`src/hw/rtl/kst_pkg.sv`:
```
// Shared types and constants for the key state tracker.
// Holds the channel payload structs, the bitmap port struct and key code translation.
// No dependencies.
package kst_pkg;

	localparam int unsigned MAP_WORDS = 8;
	localparam int unsigned WORD_W    = 32;
	localparam int unsigned ADDR_W    = 3;
	localparam int unsigned BIT_W     = 5;
	localparam int unsigned CODE_W    = 8;

	localparam logic [1:0] MODE_EVENT    = 2'd0;
	localparam logic [1:0] MODE_ACTIVATE = 2'd1;
	localparam logic [1:0] MODE_QUERY    = 2'd2;
	localparam logic [1:0] MODE_FRAME    = 2'd3;

	localparam logic [7:0] KEY_ENTER        = 8'h0D;
	localparam logic [7:0] KEY_SHIFT        = 8'h10;
	localparam logic [7:0] KEY_CTRL         = 8'h11;
	localparam logic [7:0] KEY_ALT          = 8'h12;
	localparam logic [7:0] KEY_LSHIFT       = 8'hA0;
	localparam logic [7:0] KEY_RSHIFT       = 8'hA1;
	localparam logic [7:0] KEY_LCTRL        = 8'hA2;
	localparam logic [7:0] KEY_RCTRL        = 8'hA3;
	localparam logic [7:0] KEY_LALT         = 8'hA4;
	localparam logic [7:0] KEY_RALT         = 8'hA5;
	localparam logic [7:0] KEY_NUMPAD_ENTER = 8'hE8;

	typedef struct packed {
		logic [1:0] mode;
		logic [8:0] key_code;
		logic       is_down;
		logic       extended;
	} in_t;

	typedef struct packed {
		logic       key_held;
		logic       key_pressed;
		logic       key_released;
		logic [7:0] last_pressed;
		logic [7:0] last_released;
	} out_t;

	typedef struct packed {
		logic              clr;
		logic              rd_en;
		logic [ADDR_W-1:0] rd_addr;
		logic              wr_en;
		logic [ADDR_W-1:0] wr_addr;
		logic [WORD_W-1:0] wr_data;
	} map_req_t;

	// left/right or keypad variant of the generic modifier and enter codes
	function automatic logic [7:0] translate(input logic [7:0] code, input logic ext);
		logic [7:0] tr;
		tr = code;
		case (code)
			KEY_ENTER: tr = ext ? KEY_NUMPAD_ENTER : KEY_ENTER;
			KEY_SHIFT: tr = ext ? KEY_RSHIFT : KEY_LSHIFT;
			KEY_CTRL:  tr = ext ? KEY_RCTRL : KEY_LCTRL;
			KEY_ALT:   tr = ext ? KEY_RALT : KEY_LALT;
			default:   tr = code;
		endcase
		return tr;
	endfunction

endpackage

```
`src/hw/rtl/kst_map.sv`:
```
// One 256-bit key bitmap: 8 x 32 synchronous memory with registered read data.
// Per-word valid flags give an instant clear; an invalid word reads as zero.
// Depends on kst_pkg.
module kst_map (
	input  logic                              clk,
	input  logic                              arst_n,
	input  kst_pkg::map_req_t                 req,
	output logic [kst_pkg::WORD_W-1:0]        rd_data
);
	import kst_pkg::*;

	logic [WORD_W-1:0]    mem [MAP_WORDS];
	logic [WORD_W-1:0]    rd_raw_q;
	logic [MAP_WORDS-1:0] vld_q;
	logic                 rd_vld_q;

	always_ff @(posedge clk) begin
		if (req.wr_en) begin
			mem[req.wr_addr] <= req.wr_data;
		end
		if (req.rd_en) begin
			rd_raw_q <= mem[req.rd_addr];
		end
	end

	always_ff @(posedge clk or negedge arst_n) begin
		if (!arst_n) begin
			vld_q    <= '0;
			rd_vld_q <= 1'b0;
		end else begin
			if (req.clr) begin
				vld_q <= '0;
			end else if (req.wr_en) begin
				vld_q[req.wr_addr] <= 1'b1;
			end
			if (req.rd_en) begin
				rd_vld_q <= vld_q[req.rd_addr] && !req.clr;
			end
		end
	end

	assign rd_data = rd_vld_q ? rd_raw_q : '0;

`ifndef SYNTH
	a_no_clr_during_wr: assert property (@(posedge clk) disable iff (!arst_n)
		!(req.clr && req.wr_en))
		else $error("bitmap clear collides with a write");
	a_wr_sets_valid: assert property (@(posedge clk) disable iff (!arst_n)
		req.wr_en |=> vld_q[$past(req.wr_addr)])
		else $error("written word not marked valid");
	a_same_word_rw: assert property (@(posedge clk) disable iff (!arst_n)
		!(req.wr_en && req.rd_en && req.wr_addr == req.rd_addr))
		else $error("read and write of the same word in one cycle");
`endif

endmodule

```
`src/hw/rtl/key_state_tracker_unit.sv`:
```
// Key state tracker: held / pressed / released bitmaps in three 8 x 32 memories.
// Queries: ST_RD reads all three maps, then ST_QUERY loads the result. Events pass ST_RD and
// ST_WR_A, then ST_WR_B for shift/ctrl/alt and extended enter, whose translated code sits in
// a second held word. Activate and ignored events stay in ST_IDLE; a new item is taken only
// there, after the read-modify-write of the held memory, and a query also waits in place
// while an earlier result is unaccepted. Reset clears all maps at once via word valid flags.
module key_state_tracker_unit (
	input  logic          clk,
	input  logic          arst_n,
	input  logic          in_valid,
	output logic          in_ready,
	input  kst_pkg::in_t  in_data,
	output logic          out_valid,
	input  logic          out_ready,
	output kst_pkg::out_t out_data
);
	import kst_pkg::*;

	typedef enum logic [2:0] {
		ST_IDLE,
		ST_RD,
		ST_WR_A,
		ST_WR_B,
		ST_QUERY
	} state_t;

	state_t     state_q;
	logic [7:0] code_q;
	logic [7:0] tr_q;
	logic       down_q;
	logic       xlat_q;
	logic       shift_rel_q;
	logic       query_q;
	logic       frame_q;
	logic       qvalid_q;
	logic [7:0] last_down_q;
	logic [7:0] last_up_q;
	logic       out_valid_q;
	out_t       out_data_q;

	map_req_t          held_req;
	map_req_t          pr_req;
	map_req_t          rl_req;
	logic [WORD_W-1:0] held_rd;
	logic [WORD_W-1:0] pr_rd;
	logic [WORD_W-1:0] rl_rd;

	logic              in_xfer;
	logic              activate;
	logic              out_load;
	logic [WORD_W-1:0] code_bit;
	logic [WORD_W-1:0] tr_bit;
	logic [WORD_W-1:0] shift_bits;
	logic [WORD_W-1:0] held_raw_new;
	logic [WORD_W-1:0] held_tr_new;
	logic [7:0]        in_tr;

	kst_map u_held (.clk(clk), .arst_n(arst_n), .req(held_req), .rd_data(held_rd));
	kst_map u_pressed (.clk(clk), .arst_n(arst_n), .req(pr_req), .rd_data(pr_rd));
	kst_map u_released (.clk(clk), .arst_n(arst_n), .req(rl_req), .rd_data(rl_rd));

	assign in_ready  = (state_q == ST_IDLE);
	assign in_xfer   = in_valid && in_ready;
	assign activate  = in_xfer && (in_data.mode == MODE_ACTIVATE);
	assign out_load  = (state_q == ST_QUERY) && (!out_valid_q || out_ready);
	assign in_tr     = translate(in_data.key_code[7:0], in_data.extended);

	assign code_bit   = WORD_W'(1) << code_q[BIT_W-1:0];
	assign tr_bit     = WORD_W'(1) << tr_q[BIT_W-1:0];
	assign shift_bits = (WORD_W'(1) << KEY_LSHIFT[BIT_W-1:0])
		| (WORD_W'(1) << KEY_RSHIFT[BIT_W-1:0]);

	assign held_raw_new = down_q ? (held_rd | code_bit) : (held_rd & ~code_bit);

	always_comb begin
		logic [WORD_W-1:0] w;
		w = shift_rel_q ? (held_rd & ~shift_bits) : held_rd;
		held_tr_new = down_q ? (w | tr_bit) : (w & ~tr_bit);
	end

	always_comb begin
		held_req = '0;
		pr_req   = '0;
		rl_req   = '0;
		held_req.clr = activate;
		pr_req.clr   = activate || (out_load && frame_q);
		rl_req.clr   = activate || (out_load && frame_q);
		unique case (state_q)
			ST_RD: begin
				held_req.rd_en   = 1'b1;
				held_req.rd_addr = code_q[7:BIT_W];
				pr_req.rd_en     = 1'b1;
				pr_req.rd_addr   = tr_q[7:BIT_W];
				rl_req.rd_en     = 1'b1;
				rl_req.rd_addr   = tr_q[7:BIT_W];
			end
			ST_WR_A: begin
				held_req.wr_en   = 1'b1;
				held_req.wr_addr = code_q[7:BIT_W];
				held_req.wr_data = held_raw_new;
				// translated code lives in another word: fetch it for the next cycle
				held_req.rd_en   = xlat_q;
				held_req.rd_addr = tr_q[7:BIT_W];
				pr_req.wr_en     = down_q;
				pr_req.wr_addr   = tr_q[7:BIT_W];
				pr_req.wr_data   = pr_rd | tr_bit;
				rl_req.wr_en     = !down_q;
				rl_req.wr_addr   = tr_q[7:BIT_W];
				rl_req.wr_data   = rl_rd | tr_bit;
			end
			ST_WR_B: begin
				held_req.wr_en   = 1'b1;
				held_req.wr_addr = tr_q[7:BIT_W];
				held_req.wr_data = held_tr_new;
			end
			default: begin
			end
		endcase
	end

	always_ff @(posedge clk or negedge arst_n) begin
		if (!arst_n) begin
			state_q     <= ST_IDLE;
			code_q      <= '0;
			tr_q        <= '0;
			down_q      <= 1'b0;
			xlat_q      <= 1'b0;
			shift_rel_q <= 1'b0;
			query_q     <= 1'b0;
			frame_q     <= 1'b0;
			qvalid_q    <= 1'b0;
			last_down_q <= '0;
			last_up_q   <= '0;
			out_valid_q <= 1'b0;
			out_data_q  <= '0;
		end else begin
			if (out_valid_q && out_ready && !out_load) begin
				out_valid_q <= 1'b0;
			end
			unique case (state_q)
				ST_IDLE: begin
					if (in_xfer) begin
						code_q      <= in_data.key_code[7:0];
						down_q      <= in_data.is_down;
						qvalid_q    <= !in_data.key_code[8];
						shift_rel_q <= (in_data.key_code[7:0] == KEY_SHIFT) && !in_data.is_down;
						frame_q     <= (in_data.mode == MODE_FRAME);
						query_q     <= (in_data.mode == MODE_QUERY) || (in_data.mode == MODE_FRAME);
						case (in_data.mode)
							MODE_EVENT: begin
								tr_q   <= in_tr;
								xlat_q <= (in_tr != in_data.key_code[7:0]);
								if (!in_data.key_code[8]) begin
									state_q <= ST_RD;
								end
							end
							MODE_ACTIVATE: begin
								last_down_q <= '0;
								last_up_q   <= '0;
							end
							default: begin
								tr_q    <= in_data.key_code[7:0];
								xlat_q  <= 1'b0;
								state_q <= ST_RD;
							end
						endcase
					end
				end
				ST_RD: begin
					state_q <= query_q ? ST_QUERY : ST_WR_A;
				end
				ST_WR_A: begin
					if (down_q) begin
						last_down_q <= tr_q;
					end else begin
						last_up_q <= tr_q;
					end
					state_q <= xlat_q ? ST_WR_B : ST_IDLE;
				end
				ST_WR_B: begin
					state_q <= ST_IDLE;
				end
				ST_QUERY: begin
					if (out_load) begin
						out_valid_q                <= 1'b1;
						out_data_q.key_held        <= qvalid_q && held_rd[code_q[BIT_W-1:0]];
						out_data_q.key_pressed     <= qvalid_q && pr_rd[code_q[BIT_W-1:0]];
						out_data_q.key_released    <= qvalid_q && rl_rd[code_q[BIT_W-1:0]];
						out_data_q.last_pressed    <= last_down_q;
						out_data_q.last_released   <= last_up_q;
						if (frame_q) begin
							last_down_q <= '0;
							last_up_q   <= '0;
						end
						state_q <= ST_IDLE;
					end
				end
				default: begin
					state_q <= ST_IDLE;
				end
			endcase
		end
	end

	assign out_valid = out_valid_q;
	assign out_data  = out_data_q;

`ifndef SYNTH
	a_wr_b_follows_wr_a: assert property (@(posedge clk) disable iff (!arst_n)
		state_q == ST_WR_B |-> $past(state_q) == ST_WR_A)
		else $error("second held write without a first");
	a_wr_b_other_word: assert property (@(posedge clk) disable iff (!arst_n)
		state_q == ST_WR_B |-> xlat_q && (tr_q[7:BIT_W] != code_q[7:BIT_W]))
		else $error("translated code shares the raw held word");
	a_activate_clears_last: assert property (@(posedge clk) disable iff (!arst_n)
		activate |=> (last_down_q == '0) && (last_up_q == '0))
		else $error("activate left a last key");
	a_query_waits: assert property (@(posedge clk) disable iff (!arst_n)
		state_q == ST_QUERY && out_valid_q && !out_ready |=> state_q == ST_QUERY)
		else $error("query result dropped while output stalled");
	a_out_when_query: assert property (@(posedge clk) disable iff (!arst_n)
		$rose(out_valid_q) |-> $past(state_q) == ST_QUERY)
		else $error("result produced outside a query");
`endif

endmodule

```
`config.mk`:
```
export PLATFORM = sky130hd
export DESIGN_NAME = key_state_tracker_unit
export DESIGN_NICKNAME = d
export VERILOG_FILES = /design/src/hw/rtl/kst_pkg.sv /design/src/hw/rtl/kst_map.sv /design/src/hw/rtl/key_state_tracker_unit.sv
export SDC_FILE = /design/constraint.sdc
export NUM_CORES = 1
export LEC_CHECK = 0
export BUFFER_PORTS_ARGS = -buffer_cell sky130_fd_sc_hd__buf_2
export CAP_MARGIN = 15
export CORE_AREA = 2 2 283 285
export DETAILED_ROUTE_END_ITERATION = 6
export DIE_AREA = 0 0 285 287
export GPL_TIMING_DRIVEN = 0
export PLACE_DENSITY = 0.63
export SLEW_MARGIN = 30
export SYNTH_ARGS = -nofsm -noshare
export SYNTH_HDL_FRONTEND = slang
export SYNTH_SLANG_ARGS = --single-unit
export TNS_END_PERCENT = 1
```
`constraint.sdc`:
```
create_clock -name clk -period 12.7 [get_ports clk]
set_input_delay 0.635 -clock clk [delete_from_list [all_inputs] [get_ports clk]]
set_output_delay 0.635 -clock clk [all_outputs]
set_load 0.02 [all_outputs]
```
# Word level (Yosys, flattened, before mapping)

Memory sizes are Yosys's and may differ from the RTL's. A register that Yosys moved wholly into a read port is not among the register bits.
Index checks and enable logic that the tools add are counted.

RAM bits: 768
Flip-flop bits (word level): 88
Logic and storage cells: 173
Memories kept: 3
Bits of input ports: 17

Magnitude comparators: 9
Multiplexer cells: 66
Equal/unequal tests: 20
Shift operators: 2
Reductions and logical operators: 38
Bitwise logic cells: 12

Memory list:

| name           | depth | width | rd ports | clocked after Yosys merged registers in | write ports | line          | text |
|---|---|---|---|---|---|---|---|
| u_held.mem     | 8     | 32    | 1        | 1                                       | 1           | kst_map.sv:12 | `logic [WORD_W-1:0] mem [MAP_WORDS];` |
| u_pressed.mem  | 8     | 32    | 1        | 1                                       | 1           | kst_map.sv:12 |  |
| u_released.mem | 8     | 32    | 1        | 1                                       | 1           | kst_map.sv:12 |  |

Operators with widths:

| kind                                                                                | number |
|---|---|
| 32-bit 2-to-1 mux                                                                   | 5 |
| 32-bit OR                                                                           | 4 |
| 8-bit 2-to-1 mux                                                                    | 13 |
| 36-bit 2-to-1 mux                                                                   | 2 |
| 36-bit case mux with 2 select lines                                                 | 1 |
| 32-bit AND                                                                          | 2 |
| 32-bit NOT                                                                          | 2 |
| 1-bit by 5-bit << shifter with 32-bit output, first input constant                  | 2 |
| 8-bit case mux with 3 select lines                                                  | 2 |
| 8-bit case mux with 4 select lines                                                  | 1 |
| 8-bit by 5-bit equality test with 1-bit output, second input constant               | 3 |
| 8-bit OR                                                                            | 3 |
| 1-bit 2-to-1 mux                                                                    | 21 |
| 3-bit by 4-bit < comparator with 1-bit output, second input constant                | 5 |
| 1-bit logical AND                                                                   | 16 |
| 8-bit case mux with 2 select lines                                                  | 1 |
| 1-bit binary-select mux with 5-bit select                                           | 3 |
| 3-bit 2-to-1 mux                                                                    | 4 |
| 3-bit case mux with 4 select lines                                                  | 1 |
| 6-bit AND reduction                                                                 | 2 |
| 2-bit inequality test, second input constant                                        | 5 |
| 1-bit binary-select mux with 3-bit select                                           | 3 |
| 1-bit demux with 3-bit select                                                       | 3 |
| 3-bit by 1-bit greater-or-equal comparator with 1-bit output, second input constant | 3 |
| 25 further kinds                                                                    | 40 |

# Longest topological paths before layout

Gate-level depths: netlist (run 1).

Depth after elaboration: 12
Gate-level depth with buffers: 9

# By module

Synthesis (run 1) repeated with hierarchy kept, for this count alone.

Cell total of the unflattened synthesis: 2,117
Area, all modules: 39,427.8 µm²

Modules (own cells, without submodules):

| module                   | cells each | area each (µm²) | instances | seq. area each (µm²) |
|---|---|---|---|---|
| kst_map at u_pressed ... | 479        | 11,448.5        | 2         | 8,873.5 |
| kst_map at u_held        | 479        | 11,294.6        | 1         | 8,873.5 |
| key_state_tracker_unit   | 680        | 5,236.3         | 1         | 1,526.5 |

# Least setup slack after synthesis (run 1)

Ideal clock, no wire load.

Path type: reg-to-reg
Start point: register state_q[0]
End point: memory u_released.mem[2][0] (enable)
Library setup time: 0.463 ns
Data arrival time: 3.517 ns
Setup slack: 8.720 ns
Cell stages (with the launch flop): 6
Period minus slack after synthesis: 3.980 ns
Path buffers: 1
Cells stage by stage: dfrtp_1 > buf_4 > or3b_1 > nor2_1 > nand2_1 > nor3_1

Longest elaborated chain between the ends: 4

RTL lines:

| item                                             | line                          | text |
|---|---|---|
| start: declaration                               | key_state_tracker_unit.sv:27  | `state_t state_q;` |
| start signal: assignment                         | key_state_tracker_unit.sv:170 | `state_q <= query_q ? ST_QUERY : ST_WR_A;` |
| start signal: assignment                         | key_state_tracker_unit.sv:178 | `state_q <= xlat_q ? ST_WR_B : ST_IDLE;` |
| 3-bit by 2-bit equality test with 1-bit output * | key_state_tracker_unit.sv:88  | `unique case (state_q)` |
| 36-bit 2-to-1 mux *                              | key_state_tracker_unit.sv:88  |  |
| 1-bit 2-to-1 mux                                 | kst_map.sv:18                 | `if (req.wr_en) begin` |
| 1-bit 2-to-1 mux (not written as such)           | kst_map.sv:19                 | `mem[req.wr_addr] <= req.wr_data;` |
| end: declaration                                 | kst_map.sv:12                 |  |

Mark *: on every way between the ends. The rest lies on a longest branch, timed or not.

# Worst setup path after layout (run 1)

Start point: register tr_q[5]
End point: memory u_released.mem[3][7] (enable)

Longest elaborated chain between the ends: 1

RTL lines:

| item                     | line                          | text |
|---|---|---|
| start: declaration       | key_state_tracker_unit.sv:29  | `logic [7:0] tr_q;` |
| start signal: assignment | key_state_tracker_unit.sv:151 | `tr_q <= in_tr;` |
| start signal: assignment | key_state_tracker_unit.sv:162 | `tr_q <= in_data.key_code[7:0];` |
| 36-bit 2-to-1 mux        | key_state_tracker_unit.sv:88  |  |

No other way between the ends.

==> results.toml, run 1 <==
[status]
run_status = "finished, final reports clean"

[critical_path]
slowest_stage = "nor2_4"
path_class = "reg2reg"
path_max_fanout = 18
reg2reg_to = "u_released.mem[3][7]"
cp-end-kind = "flip-flop"
crit_family = "buffers and inverters"
path_cells = "buf_2, clkbuf_1, buf_1, nand2_1, nor2_4, buf_16"
required_ns = 13.06
start_kind = "flip-flop"
r2r_start = "tr_q[5]"
slowest_delay_ns = 0.68
arrival_ns = 3.95
path_buf_inv = 4
ff2ff_setup_slack_ns = 9.11
r2r_cells = 6

[global_route]
grt_overflow = 0
grtUsageTotal = 0.2591
grt_pass1_vias = 23290
grt_pass1_wl_um = 154600
grt_max_degree = 65
antenna_found_initial = 4

[sta]
worst_pin_slew_ns = 1.031
max_slew_margin = 0.3127
rsz0062_at_grt = "false"
setup_tns_ns = 0
hold_slack_ns = 0.2110
setup_ws_ns = 9.111
fin_worst_skew_ns = 0.02000
fmax_mhz = 278.6
min_period_ns = 3.589
timing.final.hold_violations = 0
finalCritPeriodShare = 0.2826
drv_slew = 0
setup_violations = 0

[yosys]
synth_edf_count = 864
synth_seq_cells = 952
synth_common_cells = "edfxtp_1, nand2_1, mux4_2"
ys_top_cells_by_area = "edfxtp_1, mux4_2, dfrtp_1"
async_flop_share = 0.09244
yosys.area.top_type = "edfxtp_1"
synth_area_um2 = 38940
synthCells = 2372
synth.distinct_cells = 65
synth-seq-area-share = 0.7229
yosysTopAreaCellShare = 0.6663
synth_most_common_cell = "edfxtp_1"
yosysWarnings = 0
postSynthAreaPerCell_um2 = 16.41
synth_fp_nets = 2389
synth-main-ff-cell = "edfxtp_1"

[final_layout]
drive_gt1_frac = 0.2255
area_delta_synth_final_pct = 15.71
fill_cells = 6035
fin_nets = 2599

[floorplan]
num_io_pins = 38
die_x_um = 285
rows = 103
initial_core_util = 0.4953
die_h_um = 287
coreArea_um2 = 78610
die_area_um2 = 81800

[worst_hold_path]
hp-start = "in_data[10]"
hold_end = "qvalid_q"
hold_path_class = "in2reg"
min_path_cells = 2

[job]
cap_violations = 0

[clocking]
clk_path_buf_depth = 3
htreeDepth = 3
root_buffer = "clkbuf_16"
cts_resized = 0
cts_tree = "done"
ctsHoldBuffers = 1
cts.reportedPaths.clkPinSlew_ns = 0.06
cts_setup_buffers = 0
clock_latency_ns = 0.66
cts.sinks = 952
numCtsBuffers = 97

[drt]
ant_nets = 0
routed_via_density = 6.149
vias = 22860
drtIter0Drc = 2480
drc = 0
wl_per_cell_um = 28.25
drt-total-wl_um = 105000
drt-pass1-iter-count = 7

[placement]
io_buffers = 37
gp_congestion = 0.9568
place_hpwl_um = 73340
preCtsSetupSlack_ns = 9.145

[power_and_ir_drop]
p_total_mw = 9.644
leakagePower_nw = 15.11
irDropWorstVdd_mv = 0.1328
powerDensity_nw_per_um2 = 214.0
## cells by family (layout without fill, tap and decap cells)
kind of cell / count (synthesis) / in the layout / share of synthesized area
DFF: 952 / 952 / 0.7229
AOI/OAI and AO/OA: 408 / 408 / 0.06511
muxes: 339 / 339 / 0.1336
other: 0 / 6 / 0
and+or+nand+nor: 500 / 500 / 0.05726
buffers and inverters: 173 / 462 / 0.02118
## worst max-delay path by stage
stage	from	end	slack (ns)	cells past startpoint
2_1_floorplan	state_q[0]	u_released.mem[2][0]	8.72	5
3_3_place_gp	state_q[0]	u_released.mem[0][18]	5.94	5
3_5_place_dp	tr_q[5]	u_released.mem[3][18]	9.15	6
4_1_cts	tr_q[5]	u_released.mem[3][7]	9.15	6
5_1_grt	tr_q[5]	u_pressed.mem[1][7]	9.04	7
6_report	tr_q[5]	u_released.mem[3][7]	9.11	6
## cell usage in the layout (no fill, tap or decap), types with 11 or more instances in the layout
cell and n:
buf_1 14, inv_1 11, mux2i_1 83, buf_2 65
o21a_1 25, clkinv_2 16, o22ai_1 89, o21ai_0 33
nor2_1 47, a31oi_1 16, nor2_4 18, a21oi_1 110
and2_1 15, clkbuf_16 101, buf_6 18, clkinv_1 22
o21ai_1 57, edfxtp_1 864, o221ai_1 11, mux4_2 132
clkbuf_1 108, nor3_1 12, buf_16 29, a32oi_1 12
a32o_1 19, nand2_1 308, dfrtp_1 88, mux2_2 123
nand3_1 30, buf_4 50
## registers in the layout (all words and copies together) (netlist names), 3 cells and up
signal,cells
u_held.vld_q,8
u_pressed.mem,256
u_held.mem,256
state_q,3
u_released.rd_raw_q,32
last_up_q,8
code_q,8
u_pressed.vld_q,8
u_released.vld_q,8
u_held.rd_raw_q,32
u_pressed.rd_raw_q,32
tr_q,8
out_data,19
u_released.mem,256
last_down_q,8
## area by class of cell
type / count / area, µm² / area share
clock inverters: 53 / 553.0 / 0.01228
clock buffers: 125 / 2638 / 0.05854
well taps: 1050 / 1314 / 0.02916
inverters: 14 / 52.55 / 0.001166
flip-flops and latches: 952 / 28150 / 0.6248
repair buffers: 111 / 1419 / 0.03149
diodes: 6 / 15.01 / 0.0003333
plain buffers: 159 / 773.2 / 0.01716
multi-input cells: 1247 / 10140 / 0.2251
## power breakdown
group	switching, mW	internal (mW)	total [mW]	leakage [nW]
Sequential	0.166	3.84	4.01	8.88
Combinational	1.79	0.989	2.78	4.68
Clock	1.18	1.67	2.85	1.55
## routing by layer
layer / wire length [µm] / track usage / share of wire
met3: 8210 / 0.05151 / 0.078
met1: 41250 / 0.3399 / 0.39
met5: 16 / 0 / 0.00015
met2: 51280 / 0.4291 / 0.49
met4: 4240 / 0.1021 / 0.040
## stage by stage
step           cell area (µm²)  instances  utilization
2_1_floorplan            38940       2372            -
3_3_place_gp             40440       3459       0.5144
3_5_place_dp             41840       3532       0.5322
4_1_cts                  45040       3711       0.5729
5_1_grt                  45050       3714       0.5730
6_report                 45050       3717       0.5731
(Power assumes the default switching activity.)
==> run 2, diff against run 1 <==
PLACE_DENSITY = 0.65   (was 0.63)
clock period = 2.9 ns   (was 12.7 ns; I/O delays follow)
==> results.toml, run 2 (synthesized netlist as in run 1, its figures left out) <==
[status]
run_status = "finished with violations"
violations = "setup timing"

[global_route]
grt_pass1_wl_um = 156000
grt_max_degree = 42
grt_overflow = 0
antenna_found_initial = 3
grtUsageTotal = 0.2604
grt_pass1_vias = 23600

[final_layout]
drive_gt1_frac = 0.2439
area_delta_synth_final_pct = 16.59
fill_cells = 5902
mostFrequentLayoutCells = "edfxtp_1, nand2_1, mux4_2"
num_antenna_cells = 0
stdcell_area_um2 = 45400
final_common_cell = "edfxtp_1"
largestRegisters = "u_held.mem: 256 flops, u_pressed.mem: 256 flops, u_released.mem: 256 flops"
fin_nets = 2612

[sta]
finalCritPeriodShare = 1.024
fmax_mhz = 336.6
worst_pin_slew_ns = 0.9810
hold_slack_ns = 0.2431
rsz0062_at_grt = "true"
drv_slew = 0
setup_ws_ns = -0.07087
setup_violations = 109
timing.final.hold_violations = 0
setup_tns_ns = -2.625
fin_worst_skew_ns = 0.01987
max_slew_margin = 0.3460
min_period_ns = 2.971

[drt]
vias = 22950
met3_length_um = 8435
met1_length_um = 40830
ant_nets = 0
wl_per_cell_um = 28.34
routed_via_density = 6.170
drtIter0Drc = 2770
drc = 0
drt-pass1-iter-count = 7
highest_layer = "met5"
route.met2.wl_um = 52500
drt-total-wl_um = 105400

[placement]
placed_area_um2 = 41800
io_buffers = 37
preCtsSetupSlack_ns = -0.7765
place_hpwl_um = 72620
gp_congestion = 0.9488

[clocking]
cts.reportedPaths.clkPinSlew_ns = 0.06
root_buffer = "clkbuf_16"
clk_path_buf_depth = 3
cts_tree = "done"
numCtsBuffers = 96
cts.sinks = 952
htreeDepth = 3
clock_latency_ns = 0.66

[power_and_ir_drop]
leakagePower_nw = 15.22
powerDensity_nw_per_um2 = 927.7
irDropWorstVdd_mv = 0.5708

[floorplan]
die_x_um = 285
initial_core_util = 0.4953
rows = 103
die_h_um = 287
num_io_pins = 38
coreArea_um2 = 78610
die_area_um2 = 81800

[job]
cap_violations = 0

[critical_path]
required_ns = 3.26
path_max_fanout = 10
path_class = "reg2reg"
start_kind = "flip-flop"
cp-end-kind = "flip-flop"
arrival_ns = 3.33
ff2ff_setup_slack_ns = -0.07

[worst_hold_path]
hold_path_class = "in2reg"
## run 2: cell types whose count changed in the layout (fill, tap and decap cells not counted), sizes merged
cell / change
buf: -9
bufinv: -5
clkbuf: +1
clkinv: -3
clkinvlp: +2
diode: -6
dlygate4sd3: +18
inv: +4
## run 2: timing repair
action / in CTS / in global routing
endpoints found under the setup margin: 709 / 536
pin swaps: 4 / 4
endpoints found under the hold margin: 113 / 0
buffers inserted: 3 / 5
hold buffers: 20 / 0
gates resized for setup: 41 / 44
## run 2: final timing paths
kind | startpoint | to | depth (start not counted)
min in group asynchronous | arst_n | out_data[4] | 3
worst max register to register | tr_q[0] | u_pressed.mem[0][9] | 4
worst min register to register | last_down_q[0] | out_data[8] | 2
worst min-delay path | in_data[10] | qvalid_q | 3
max in group asynchronous | arst_n | u_pressed.vld_q[6] | 4
worst max-delay path | tr_q[0] | u_pressed.mem[0][9] | 4
## run 2: stage by stage
step	total power, mW	utilization	std cells
3_3_place_gp	29.22	0.5146	3459
2_1_floorplan	25.23	-	2372
4_1_cts	41.97	0.5755	3714
3_5_place_dp	29.78	0.5318	3519
5_1_grt	43.63	0.5775	3719
6_report	42.12	0.5775	3719
## run 2: final cells by class
type,count,area (µm²),area share
Timing Repair Buffer,125,1648,0.03630
Buffer,159,875.8,0.01929
Clock inverter,51,451.7,0.009950
Tap cell,1050,1314,0.02894
Sequential cell,952,28150,0.6200
Inverter,14,57.56,0.001268
Clock buffer,121,2621,0.05774
Multi-Input combinational cell,1247,10280,0.2265
## run 2: power breakdown
group          internal (mW)  switching (mW)  leakage [nW]  total (mW)
registers               16.8           0.730          8.88        17.6
logic                   4.52            8.00          4.84        12.5
clock network           6.87            5.18          1.51        12.1
total                   28.2            13.9          15.2        42.1
## run 2: worst max-delay path: stages (launching register included)
cell and delay, ns:
dfrtp_1 0.49, nor2b_1 0.44, clkbuf_1 0.52, nand2_1 0.49
a21oi_1 0.73
## run 2: metal layers
metal	vias to the layer above	track usage
li1	9769	-
met4	4	0.08979
met1	11790	0.3395
met2	1129	0.4377
met5	-	0
met3	260	0.05429
